`src/rtl/core/bmmd_pkg.sv`:
```
// ----------------------------------------------------------------------------
// bmmd_pkg
// Shared types and address map constants for the banked memory map decoder.
// ----------------------------------------------------------------------------
`default_nettype none

package bmmd_pkg;

  localparam int unsigned AddrW   = 16;
  localparam int unsigned OffsetW = 16;
  localparam int unsigned RegionW = 4;
  localparam int unsigned WbankW  = 3;
  localparam int unsigned CfgIdxW = 1;
  localparam int unsigned CfgDataW = 1;

  // configuration register indexes
  localparam logic [CfgIdxW-1:0] CfgColorMode = 1'd0;
  localparam logic [CfgIdxW-1:0] CfgBankCtrl  = 1'd1;

  // address map boundaries
  localparam logic [AddrW-1:0] BootLowEnd   = 16'h00FF;
  localparam logic [AddrW-1:0] BootHighBase = 16'h0200;
  localparam logic [AddrW-1:0] BootHighEnd  = 16'h08FF;
  localparam logic [AddrW-1:0] RomEnd       = 16'h7FFF;
  localparam logic [AddrW-1:0] VramEnd      = 16'h9FFF;
  localparam logic [AddrW-1:0] ExtRamEnd    = 16'hBFFF;
  localparam logic [AddrW-1:0] Wram0End     = 16'hCFFF;
  localparam logic [AddrW-1:0] Wram1End     = 16'hDFFF;
  localparam logic [AddrW-1:0] EchoBase     = 16'hE000;
  localparam logic [AddrW-1:0] EchoEnd      = 16'hFDFF;
  localparam logic [AddrW-1:0] EchoFold     = 16'h2000;
  localparam logic [AddrW-1:0] OamBase      = 16'hFE00;
  localparam logic [AddrW-1:0] OamEnd       = 16'hFE9F;
  localparam logic [AddrW-1:0] IoBase       = 16'hFF00;
  localparam logic [AddrW-1:0] IoEnd        = 16'hFF7F;
  localparam logic [AddrW-1:0] HramBase     = 16'hFF80;
  localparam logic [AddrW-1:0] HramEnd      = 16'hFFFE;
  localparam logic [AddrW-1:0] IeAddr       = 16'hFFFF;

  typedef enum logic [RegionW-1:0] {
    RG_BOOT_BASE  = 4'd0,
    RG_BOOT_COLOR = 4'd1,
    RG_CART_ROM   = 4'd2,
    RG_BANK_CTRL  = 4'd3,
    RG_VRAM       = 4'd4,
    RG_EXT_RAM    = 4'd5,
    RG_WRAM       = 4'd6,
    RG_IO         = 4'd7,
    RG_OAM        = 4'd8,
    RG_HRAM       = 4'd9,
    RG_IE         = 4'd10,
    RG_DROPPED    = 4'd11,
    RG_INVALID    = 4'd12
  } region_e;

  typedef struct packed {
    logic color_mode;
    logic bank_ctrl_present;
  } cfg_t;

endpackage

`default_nettype wire

```
`src/rtl/core/bmmd_decode.sv`:
```
// ----------------------------------------------------------------------------
// bmmd_decode
// Address to region/offset decode for one bus request, no storage.
// ----------------------------------------------------------------------------
`default_nettype none

module bmmd_decode (
  input  bmmd_pkg::cfg_t                      cfg_i,
  input  logic                                req_type_i,
  input  logic [bmmd_pkg::AddrW-1:0]          addr_i,
  input  logic                                boot_overlay_on_i,
  input  logic                                vram_bank_i,
  input  logic [bmmd_pkg::WbankW-1:0]         wram_bank_i,
  output bmmd_pkg::region_e                   region_o,
  output logic [bmmd_pkg::OffsetW-1:0]        offset_o,
  output logic                                error_o
);

  logic [bmmd_pkg::AddrW-1:0]  a;
  logic                        vbank;
  logic [bmmd_pkg::WbankW-1:0] wbank;

  // fold the echo area down onto work RAM
  always_comb begin
    if (addr_i >= bmmd_pkg::EchoBase && addr_i <= bmmd_pkg::EchoEnd) begin
      a = addr_i - bmmd_pkg::EchoFold;
    end else begin
      a = addr_i;
    end
  end

  assign vbank = cfg_i.color_mode & vram_bank_i;

  // bank 0 reads as bank 1; outside color mode always bank 1
  always_comb begin
    if (!cfg_i.color_mode || wram_bank_i == '0) begin
      wbank = bmmd_pkg::WbankW'(1);
    end else begin
      wbank = wram_bank_i;
    end
  end

  always_comb begin
    region_o = bmmd_pkg::RG_INVALID;
    offset_o = '0;
    error_o  = 1'b0;
    if (boot_overlay_on_i && a <= bmmd_pkg::BootLowEnd) begin
      region_o = cfg_i.color_mode ? bmmd_pkg::RG_BOOT_COLOR : bmmd_pkg::RG_BOOT_BASE;
      offset_o = a;
    end else if (boot_overlay_on_i && cfg_i.color_mode &&
                 a >= bmmd_pkg::BootHighBase && a <= bmmd_pkg::BootHighEnd) begin
      region_o = bmmd_pkg::RG_BOOT_COLOR;
      offset_o = a;
    end else if (a <= bmmd_pkg::RomEnd) begin
      if (cfg_i.bank_ctrl_present) begin
        region_o = bmmd_pkg::RG_BANK_CTRL;
        offset_o = a;
      end else if (req_type_i) begin
        // drop ROM writes with no controller behind them
        region_o = bmmd_pkg::RG_DROPPED;
        offset_o = '0;
      end else begin
        region_o = bmmd_pkg::RG_CART_ROM;
        offset_o = a;
      end
    end else if (a <= bmmd_pkg::VramEnd) begin
      region_o = bmmd_pkg::RG_VRAM;
      offset_o = {2'b00, vbank, a[12:0]};
    end else if (a <= bmmd_pkg::ExtRamEnd) begin
      if (cfg_i.bank_ctrl_present) begin
        region_o = bmmd_pkg::RG_BANK_CTRL;
        offset_o = a;
      end else begin
        region_o = bmmd_pkg::RG_EXT_RAM;
        offset_o = {3'b000, a[12:0]};
      end
    end else if (a <= bmmd_pkg::Wram0End) begin
      region_o = bmmd_pkg::RG_WRAM;
      offset_o = {4'b0000, a[11:0]};
    end else if (a <= bmmd_pkg::Wram1End) begin
      region_o = bmmd_pkg::RG_WRAM;
      offset_o = {1'b0, wbank, a[11:0]};
    end else if (a >= bmmd_pkg::OamBase && a <= bmmd_pkg::OamEnd) begin
      region_o = bmmd_pkg::RG_OAM;
      offset_o = {8'h00, a[7:0]};
    end else if (a >= bmmd_pkg::IoBase && a <= bmmd_pkg::IoEnd) begin
      region_o = bmmd_pkg::RG_IO;
      offset_o = {8'h00, a[7:0]};
    end else if (a >= bmmd_pkg::HramBase && a <= bmmd_pkg::HramEnd) begin
      region_o = bmmd_pkg::RG_HRAM;
      offset_o = {9'h000, a[6:0]};
    end else if (a == bmmd_pkg::IeAddr) begin
      region_o = bmmd_pkg::RG_IE;
      offset_o = '0;
    end else begin
      region_o = bmmd_pkg::RG_INVALID;
      offset_o = '0;
      error_o  = 1'b1;
    end
  end

endmodule

`default_nettype wire

```
`src/rtl/core/banked_memory_map_decoder.sv`:
```
// ----------------------------------------------------------------------------
// banked_memory_map_decoder
// Two-stage decoder: request register, address decode, result register.
// ----------------------------------------------------------------------------
// Takes one request per cycle while in_stall_o is low. An accepted request is
// held in the request register and moves into the result register, which
// presents it, once that register is empty or its result is being taken. The
// whole decode sits between those two registers. While the result register
// holds an untaken result, one more request is still taken into the request
// register; stall goes up only when both stages are full and the output is
// stalled. Configuration writes take effect on the next request decoded.
`default_nettype none

module banked_memory_map_decoder (
  input  logic                              clk_i,
  input  logic                              rst_ni,
  input  logic                              cfg_we_i,
  input  logic [bmmd_pkg::CfgIdxW-1:0]      cfg_idx_i,
  input  logic [bmmd_pkg::CfgDataW-1:0]     cfg_data_i,
  input  logic                              in_valid_i,
  output logic                              in_stall_o,
  input  logic                              req_type_i,
  input  logic [bmmd_pkg::AddrW-1:0]        addr_i,
  input  logic                              boot_overlay_on_i,
  input  logic                              vram_bank_i,
  input  logic [bmmd_pkg::WbankW-1:0]       wram_bank_i,
  output logic                              out_valid_o,
  input  logic                              out_stall_i,
  output logic [bmmd_pkg::RegionW-1:0]      region_o,
  output logic [bmmd_pkg::OffsetW-1:0]      offset_o,
  output logic                              error_o
);

  bmmd_pkg::cfg_t cfg_q;

  logic                         req_valid_q;
  logic                         req_type_q;
  logic [bmmd_pkg::AddrW-1:0]   addr_q;
  logic                         boot_q;
  logic                         vbank_q;
  logic [bmmd_pkg::WbankW-1:0]  wbank_q;

  logic                         out_valid_q;
  logic [bmmd_pkg::RegionW-1:0] region_q;
  logic [bmmd_pkg::OffsetW-1:0] offset_q;
  logic                         error_q;

  bmmd_pkg::region_e            dec_region;
  logic [bmmd_pkg::OffsetW-1:0] dec_offset;
  logic                         dec_error;

  logic out_ready;
  logic req_ready;
  logic in_fire;
  logic req_fire;

  assign out_ready = !out_valid_q || !out_stall_i;
  assign req_fire  = req_valid_q && out_ready;
  assign req_ready = !req_valid_q || out_ready;
  assign in_fire   = in_valid_i && req_ready;

  always_ff @(posedge clk_i or negedge rst_ni) begin
    if (!rst_ni) begin
      cfg_q <= '0;
    end else if (cfg_we_i) begin
      case (cfg_idx_i)
        bmmd_pkg::CfgColorMode: cfg_q.color_mode        <= cfg_data_i[0];
        bmmd_pkg::CfgBankCtrl:  cfg_q.bank_ctrl_present <= cfg_data_i[0];
        default: cfg_q <= cfg_q;
      endcase
    end
  end

  // request stage
  always_ff @(posedge clk_i or negedge rst_ni) begin
    if (!rst_ni) begin
      req_valid_q <= 1'b0;
    end else if (req_ready) begin
      req_valid_q <= in_valid_i;
    end
  end

  always_ff @(posedge clk_i) begin
    if (in_fire) begin
      req_type_q <= req_type_i;
      addr_q     <= addr_i;
      boot_q     <= boot_overlay_on_i;
      vbank_q    <= vram_bank_i;
      wbank_q    <= wram_bank_i;
    end
  end

  bmmd_decode u_decode (
    .cfg_i             (cfg_q),
    .req_type_i        (req_type_q),
    .addr_i            (addr_q),
    .boot_overlay_on_i (boot_q),
    .vram_bank_i       (vbank_q),
    .wram_bank_i       (wbank_q),
    .region_o          (dec_region),
    .offset_o          (dec_offset),
    .error_o           (dec_error)
  );

  // result stage
  always_ff @(posedge clk_i or negedge rst_ni) begin
    if (!rst_ni) begin
      out_valid_q <= 1'b0;
    end else if (out_ready) begin
      out_valid_q <= req_valid_q;
    end
  end

  always_ff @(posedge clk_i) begin
    if (req_fire) begin
      region_q <= dec_region;
      offset_q <= dec_offset;
      error_q  <= dec_error;
    end
  end

  assign in_stall_o  = !req_ready;
  assign out_valid_o = out_valid_q;
  assign region_o    = region_q;
  assign offset_o    = offset_q;
  assign error_o     = error_q;

  // error flags exactly the invalid region
  assert property (@(posedge clk_i) disable iff (!rst_ni)
    out_valid_q |-> (error_q == (region_q == bmmd_pkg::RG_INVALID)))
    else $error("error flag disagrees with region");

  // regions with a fixed zero offset
  assert property (@(posedge clk_i) disable iff (!rst_ni)
    out_valid_q && (error_q || region_q == bmmd_pkg::RG_DROPPED ||
                    region_q == bmmd_pkg::RG_IE) |-> offset_q == '0)
    else $error("nonzero offset for a zero-offset region");

  // stall only when both stages hold a request and the output is stalled
  assert property (@(posedge clk_i) disable iff (!rst_ni)
    in_stall_o |-> (req_valid_q && out_valid_q && out_stall_i))
    else $error("stall raised with room in the pipeline");

  // a decoded request reaches the result register
  assert property (@(posedge clk_i) disable iff (!rst_ni)
    req_fire |=> out_valid_q)
    else $error("decoded request lost");

  // region code stays in range
  assert property (@(posedge clk_i) disable iff (!rst_ni)
    out_valid_q |-> region_q <= bmmd_pkg::RG_INVALID)
    else $error("region code out of range");

endmodule

`default_nettype wire

```
`config.mk`:
```
export PLATFORM = sky130hd
export DESIGN_NAME = banked_memory_map_decoder
export DESIGN_NICKNAME = d
export VERILOG_FILES = /design/src/rtl/core/bmmd_pkg.sv /design/src/rtl/core/bmmd_decode.sv /design/src/rtl/core/banked_memory_map_decoder.sv
export SDC_FILE = /design/constraint.sdc
export NUM_CORES = 1
export LEC_CHECK = 0
export ABC_AREA = 1
export BUFFER_PORTS_ARGS = -buffer_cell sky130_fd_sc_hd__buf_2
export CORE_ASPECT_RATIO = 1.75
export CORE_MARGIN = 3
export CORE_UTILIZATION = 53
export CTS_CLUSTER_SIZE = 24
export DETAILED_ROUTE_END_ITERATION = 6
export MAX_ROUTING_LAYER = met4
export PLACE_DENSITY_LB_ADDON = 0.12
export SLEW_MARGIN = 40
export SYNTH_ARGS = -nofsm -noshare
export SYNTH_HDL_FRONTEND = slang
export SYNTH_SLANG_ARGS = --single-unit
```
`constraint.sdc`:
```
create_clock -name clk_i -period 2.35 [get_ports clk_i]
set_input_delay 0.47 -clock clk_i [delete_from_list [all_inputs] [get_ports clk_i]]
set_output_delay 0.47 -clock clk_i [all_outputs]
set_load 0.01 [all_outputs]
```
==> results of run 1 <==
## power groups by stage
stage	Combinational (mW)	Sequential [mW]	Clock [mW]
2_1_floorplan	0.169	1.10	0
3_3_place_gp	0.296	1.07	0
3_5_place_dp	0.303	1.08	0
4_1_cts	0.305	1.06	0.464
5_1_grt	0.342	1.07	0.509
6_report	0.300	1.06	0.451
## cell usage after synthesis (all sizes together), types with 2 or more instances
cell type	instances	share of area, %
nor3	2	0.45
o21ai	6	1.3
nand2	49	9.7
nand4	3	0.84
inv	27	4.5
nand3	15	4.8
a31oi	2	0.56
o2111ai	2	0.79
ha	2	1.1
o31ai	2	0.67
a21oi	8	2.1
dfrtp	4	4.5
a21boi	6	3.0
nand3b	2	0.67
nor2	26	5.6
edfxtp	43	58
## final timing paths
check                             from     endpoint  slack (ns)  depth (start not counted)
max reg2reg                 addr_q[10]  offset_o[4]        0.33                         12
min reg2reg                req_valid_q  out_valid_o        0.49                          2
min                         addr_i[12]   addr_q[12]        0.35                          1
max in group asynchronous       rst_ni     cfg_q[1]        1.71                          2
max                         addr_q[10]  offset_o[4]        0.33                         12
min in group asynchronous       rst_ni  req_valid_q        0.52                          2
## what timing repair did
action / in CTS / in global routing
hold buffers: 1 / 0
gates resized for setup: 0 / 0
setup buffers: 0 / 0
endpoints found under the hold margin: 4 / 0
## state kept, by name (all words and copies together), names as in the netlist
signal / count
addr_q: 16
boot_q: 1
cfg_q: 2
error_o: 1
offset_o: 16
out_valid_o: 1
region_o: 4
req_type_q: 1
req_valid_q: 1
vbank_q: 1
wbank_q: 3
## per-layer routing
layer  part of all wire (%)  GRT usage (%)  up-vias
met5                      0              -        -
met4                    1.4          5.680        0
met3                    5.2          5.366        6
met2                     55          30.24       40
met1                     38          21.15      682
li1                       -              -      811
## stage by stage
stage	util, %	cell area (sq um)	std cells
after floorplan	-	2228	202
after global placement	64.31	2559	303
after detailed placement	64.31	2559	303
after CTS	66.67	2653	312
after global routing	66.67	2653	312
final	66.67	2653	312
## logic make-up (layout without fill, tap and decap cells)
family,Yosys count,in the layout
compound gates,27,27
buf+inv,28,90
flops,47,47
simple gates,97,97
xor+xnor,1,1
fa+ha+maj,2,2
## area by class of cell
cell class | instances | area, sq um
flip-flops and latches | 47 | 1391
well taps | 48 | 60.06
clock buffers | 5 | 68.82
inverters | 27 | 101.3
clock inverters | 3 | 15.01
multi-input cells | 127 | 728.2
fillers | 330 | 1326
repair buffers | 55 | 287.8
==> run summary, run 1 <==
Gate Count Post-Synth -> 202
Switching part of the total -> 26.08%
Initial antenna violation count -> 0
Synth unique cells -> 28
Compound-cell area share of the yosys netlist -> 8.871%
Status -> finished clean
Core area -> 3979 sq um
Syn Nets -> 233
Int Pwr -> 1.335 mW
Final setup fails -> 0
Post-synthesis sequential area ratio -> 62.44%
Vias -> 1539
Total grt overflow -> 0
Crit-path max cell delay -> 0.40 ns
Row cnt -> 30
Crit start category -> register
Vias/cell -> 4.933
Hold crit path type -> in2reg
DIE AREA -> 5049 sq um
Worst path bufs/invs -> 1
Synthesized cell area -> 2228 sq um
Root Driver -> clkbuf_8
Adder-cell area share of the yosys netlist -> 1.123%
Placement Setup Slack -> 0.3188 ns
Iteration-0 DRC count of the detailed router -> 16
CP top delay family -> simple AND/OR/NAND/NOR gates
Yosys warns -> 0
Main synth FF type -> edfxtp_1
First-pass GRT wire length -> 6603 microns
Fmax -> 0.4951 GHz
GP Congestion -> 0.8539
Peak supply drop -> 0.5452 mV
Largest net degree at the start of global routing -> 23
Clk sinks -> 47
Worst skew pair latency -> 0.29 ns
Remaining antenna violation count after routing -> 0
DRC -> 0
Initial Util -> 56.01%
Total Negative Setup Slacks -> 0 ns
Detailed Place HPWL -> 3019 microns
Post-Synth XOR/XNOR Area -> 0.3930%
Worst endpoint required time -> 2.40 ns
Final period utilization -> 85.95%
Element type at the critical path end -> register
Final number of max-transition violations -> 0
H-tree levels -> 2
Leakage -> 1.180 nW
Multiplexer share of the synthesized area -> 0%
Clock Tree Buf Depth -> 2
Unrepaired setup endpoints after global routing -> false
Slew HR -> 66.54%
P_sw -> 470.9 uW
Post-synth EDFFs -> 43
Max Cap Viol -> 0
Worst slew pin tran -> 0.4976 ns
DR pass1 iterations -> 4
PD cells -> 680.9 nW/um^2
Die Ht -> 91.78 microns
WS Path Type -> reg2reg
WL/cell -> 11.91 microns
Clock Skew -> 0.006020 ns
Minimum clock period -> 2.020 ns
Final hold slack -> 0.3481 ns
Fin. Hold Viols -> 0
TritonCTS buffer count -> 5
Crit-path cells -> inv_1, nand2_1, nor2_1, nand3_2, nand2_2, nand2_1, nand2_2, nand2_4, nor2_4, nand3_2, nand2_4, a21boi_2
Final nets -> 294
Synthesis-to-finish area growth -> 19.03%
Io pins -> 52
Arrival time worst endpoint -> 2.07 ns
CTS clk-pin slew, worst paths -> 0.08 ns
Vias in the first global route -> 1501
All-Layer GR Usage -> 18.46%
Post-Route WL -> 3716 microns
Inserted Diodes -> 0
Commonest non-fill, non-tap cell in the layout -> buf_2
TritonCTS clock tree -> built
Min setup slack post-route -> 0.3301 ns
Combinational share of power -> 16.6%
Sequential Power Share -> 58.4%
Most frequent cells in the layout -> buf_2, edfxtp_1, nand2_1, inv_1, nor2_1
Simple-gate portion of the synthesized area -> 22.12%
Avg Inst Size Synth -> 11.03 sq um
Die Wd -> 55.02 microns
Number of synthesized register bits -> 47
Ys async rst share -> 8.511%
Main combinational cell family by area after synthesis -> simple AND/OR/NAND/NOR gates
Crit Path Max Fanout -> 7
Clk pwr share -> 25.0%
Port Buffers -> 51
Slowest library cell on the worst path -> edfxtp_1
Layout cells sized above 1 -> 34.09%
Power, Total -> 1.806 mW
No activity file was read; power rests on OpenSTA's default activity.
==> run 2, diff against run 1 <==
--- a/config.mk
+++ b/config.mk
@@ -5,7 +5,6 @@
 export SDC_FILE = /design/constraint.sdc
 export NUM_CORES = 1
 export LEC_CHECK = 0
-export ABC_AREA = 1
 export BUFFER_PORTS_ARGS = -buffer_cell sky130_fd_sc_hd__buf_2
 export CORE_ASPECT_RATIO = 1.75
 export CORE_MARGIN = 3
==> run 2 against run 1 <==
The run now ends with negative setup slack left. Die area is 3.4% higher. Highest routed layer unchanged. First-iteration DRC count grew to 4.1 times the previous value. Clock skew is 0.0011 ns lower. Sequential cell count stayed put.
==> run summary, run 2 <==
Element type at the critical path end -> register
DRC -> 0 (unchanged)
DIE AREA -> 5220 sq um (+3.4%)
DR pass1 iterations -> 4 (unchanged)
Post-synth top area cell -> edfxtp_1
Hold Path End -> addr_q[11]
Combinational share of power -> 16.5% (about the same)
Int Pwr -> 1.463 mW (+9.6%)
WS Path Type -> reg2reg
Arrival time worst endpoint -> 2.51 ns (+0.44 ns)
Root Driver -> clkbuf_8
Min setup slack post-route -> -0.1015 ns (-0.4316 ns)
Initial Util -> 55.17% (-0.84 points)
Final nets -> 302 (+2.7%)
Syn Nets -> 217 (-6.9%)
Post-Route WL -> 5756 microns (+55%)
Multi-input gate area -> 932.1 sq um (+28%)
Worst hold stages -> 1 (unchanged)
Post-synthesis sequential area ratio -> 60.21% (-2.2 points)
Post-route core utilization -> 73.33% (+6.7 points)
Synthesized cell area -> 2311 sq um (+3.7%)
Clock Tree Buf Depth -> 2 (unchanged)
Worst slew pin tran -> 0.5320 ns (+0.03441 ns)
Worst skew pair latency -> 0.30 ns (about the same)
Status -> complete, but fails checks
Clk sinks -> 47 (unchanged)
Most common library cells after synthesis -> edfxtp_1, nand2_1, a21oi_1
Vias -> 1890 (+23%)
Initial antenna violation count -> 0 (unchanged)
Unrepaired setup endpoints after global routing -> true
TritonCTS buffer count -> 5 (unchanged)
Seq. cell area -> 1391 sq um (unchanged)
Total grt overflow -> 0 (unchanged)
Die Ht -> 93.36 microns (+1.7%)
Power, Total -> 1.949 mW (+7.9%)
Clock Skew -> 0.004911 ns (-0.001109 ns)
GP Congestion -> 0.9260 (+8.4%)
Minimum clock period -> 2.452 ns (+0.4316 ns)
Avg Inst Size Synth -> 12.42 sq um (+13%)
Clk pwr share -> 30.8% (+5.8 points)
Port Buffers -> 51 (unchanged)
Commonest non-fill, non-tap cell in the layout -> buf_2
Io pins -> 52 (unchanged)
# fillers -> 293 (-11%)
Main synth FF type -> edfxtp_1
Synthesis-to-finish area growth -> 32.92%
Vias/cell -> 5.888 (+19%)
Reg2Reg Capture Point -> region_o[0]
Final setup fails -> 16 (+16)
H-tree levels -> 2 (unchanged)
Final number of max-transition violations -> 0 (unchanged)
Peak supply drop -> 0.5913 mV (+8.4%)
Leakage -> 1.240 nW (+5.1%)
Largest net degree at the start of global routing -> 22 (-4.3%)
Post-synth EDFFs -> 43 (unchanged)
Sequential Power Share -> 52.7% (-5.7 points)
Hold Crit Start -> addr_i[11]
TritonCTS clock tree -> built
Crit start category -> register
R2R Setup Slk -> -0.10 ns (-0.43 ns)
Hold crit path type -> in2reg
Switching part of the total -> 24.93% (-1.1 points)
Max Cap Viol -> 0 (unchanged)
PD cells -> 634.5 nW/um^2 (-6.8%)
Final period utilization -> 104.3% (+18 points)
Failing checks -> negative setup slack
Vias in the first global route -> 1921 (+28%)
Synth top area share -> 55.87% (-2.1 points)
Most frequent cells in the layout -> buf_2, edfxtp_1, buf_4, nand2_1, a21oi_1
Remaining antenna violation count after routing -> 0 (unchanged)
Inserted Diodes -> 0 (unchanged)
First-pass GRT wire length -> 8838 microns (+34%)
Fin. Hold Viols -> 0 (unchanged)
Die Wd -> 55.92 microns (+1.6%)
All-Layer GR Usage -> 22.93% (+4.5 points)
Worst endpoint required time -> 2.41 ns (about the same)
Fmax -> 0.4079 GHz (-18%)
Number of synthesized register bits -> 47 (unchanged)
Iteration-0 DRC count of the detailed router -> 66 (+50)
Synth unique cells -> 49 (+75%)
Gate Count Post-Synth -> 186 (-7.9%)
Worst r2r path cells -> 7 (-5)
Detailed Place HPWL -> 4308 microns (+43%)
Crit Path Max Fanout -> 6 (-1)
P_sw -> 485.9 uW (+3.2%)
Layout cells sized above 1 -> 43.38% (+9.3 points)
Row cnt -> 31 (+3.3%)
CTS clk-pin slew, worst paths -> 0.09 ns (about the same)
Total Negative Setup Slacks -> -0.8728 ns (-0.8728 ns)
Core area -> 4189 sq um (+5.3%)
Ys async rst share -> 8.511% (unchanged)
Synth top area cells -> edfxtp_1, dfrtp_1, a21oi_1
Reg-to-Reg Start -> addr_q[14]
Slew HR -> 64.37% (-2.2 points)
WL/cell -> 17.93 microns (+51%)
Count leader, synth -> edfxtp_1
Yosys warns -> 0 (unchanged)
==> run 2: cell types whose count changed in the layout (fill, tap and decap cells not counted), sizes merged, moves of 4 or more <==
cell,before,now
mux2i,0,4
buf,54,85
inv,27,9
nor2,26,10
nand3,15,4
nand2,49,14
a21oi,8,12
a21boi,6,13
==> run 2: worst max-delay path by stage <==
stage | slack (ns) | from | to | depth (start not counted)
after floorplan | -0.03 | addr_q[12] | offset_o[2] | 6
after global placement | -0.12 | addr_q[12] | offset_o[2] | 5
after detailed placement | -0.17 | addr_q[14] | offset_o[6] | 6
after CTS | -0.07 | addr_q[13] | offset_o[13] | 8
after global routing | -0.15 | addr_q[14] | offset_o[3] | 6
final | -0.10 | addr_q[14] | region_o[0] | 7
==> run 2: cells by family (layout without fill, tap and decap cells) <==
logic type | Yosys count | in the layout | synth area share (%)
fa+ha+maj | 2 | 2 | 1.083
mux | 7 | 7 | 3.194
simple gates | 56 | 56 | 13.54
compound gates | 58 | 58 | 18.30
flops | 47 | 47 | 60.21
buf+inv | 16 | 102 | 3.682
==> run 2: metrics by stage <==
stage | instances | hold slack [ns] | setup slack, ns | instance area, sq um
final | 321 | 0.3377 | -0.1015 | 3072
after global placement | 309 | 0.2727 | -0.1211 | 2828
after detailed placement | 309 | 0.2733 | -0.1730 | 2828
after floorplan | 186 | 0.1744 | -0.03151 | 2325
after global routing | 321 | 0.3278 | -0.1493 | 3072
after CTS | 319 | 0.3326 | -0.07057 | 3010
==> run 2: power by group through the flow <==
stage / sequential [mW] / combinational [mW] / clock (mW)
finish: 1.03 / 0.322 / 0.600
global route: 1.03 / 0.349 / 0.644
CTS: 1.03 / 0.307 / 0.608
detailed placement: 1.05 / 0.295 / 0
global placement: 1.04 / 0.286 / 0
floorplan: 1.06 / 0.139 / 0
==> run 2: cell type report <==
class,count,area share (%)
sequential,47,45.30
clock inverter,3,1.548
tap,49,1.996
timing repair buffer,86,17.60
inverter,8,0.9776
multi-input combinational,123,30.35
clock buffer,5,2.240
==> run 2: repair_timing <==
| action | 4_1_cts | 5_1_grt |
|---|---|---|
| gates resized for setup | 12 | 15 |
| pin swaps | 1 | 2 |
| endpoints found under the setup margin | 19 | 19 |
| buffers inserted | 1 | 2 |
| hold buffers | 1 | 0 |
| hold endpoints to repair | 4 | 0 |
==> run 2: routing by layer <==
layer | part of all wire [%] | global-route usage, %
met5 | 0 | -
met4 | 3.0 | 11.29
met3 | 5.8 | 4.420
met2 | 59 | 44.37
met1 | 33 | 20.72
==> run 2: worst max-delay path, cell delays in order (launching register included) <==
cell	delay (ns)
edfxtp_1	0.38
ha_1	0.17
or4b_4	0.49
or4_4	0.57
o21ai_4	0.19
buf_4	0.15
nor2_1	0.04
a32o_1	0.21
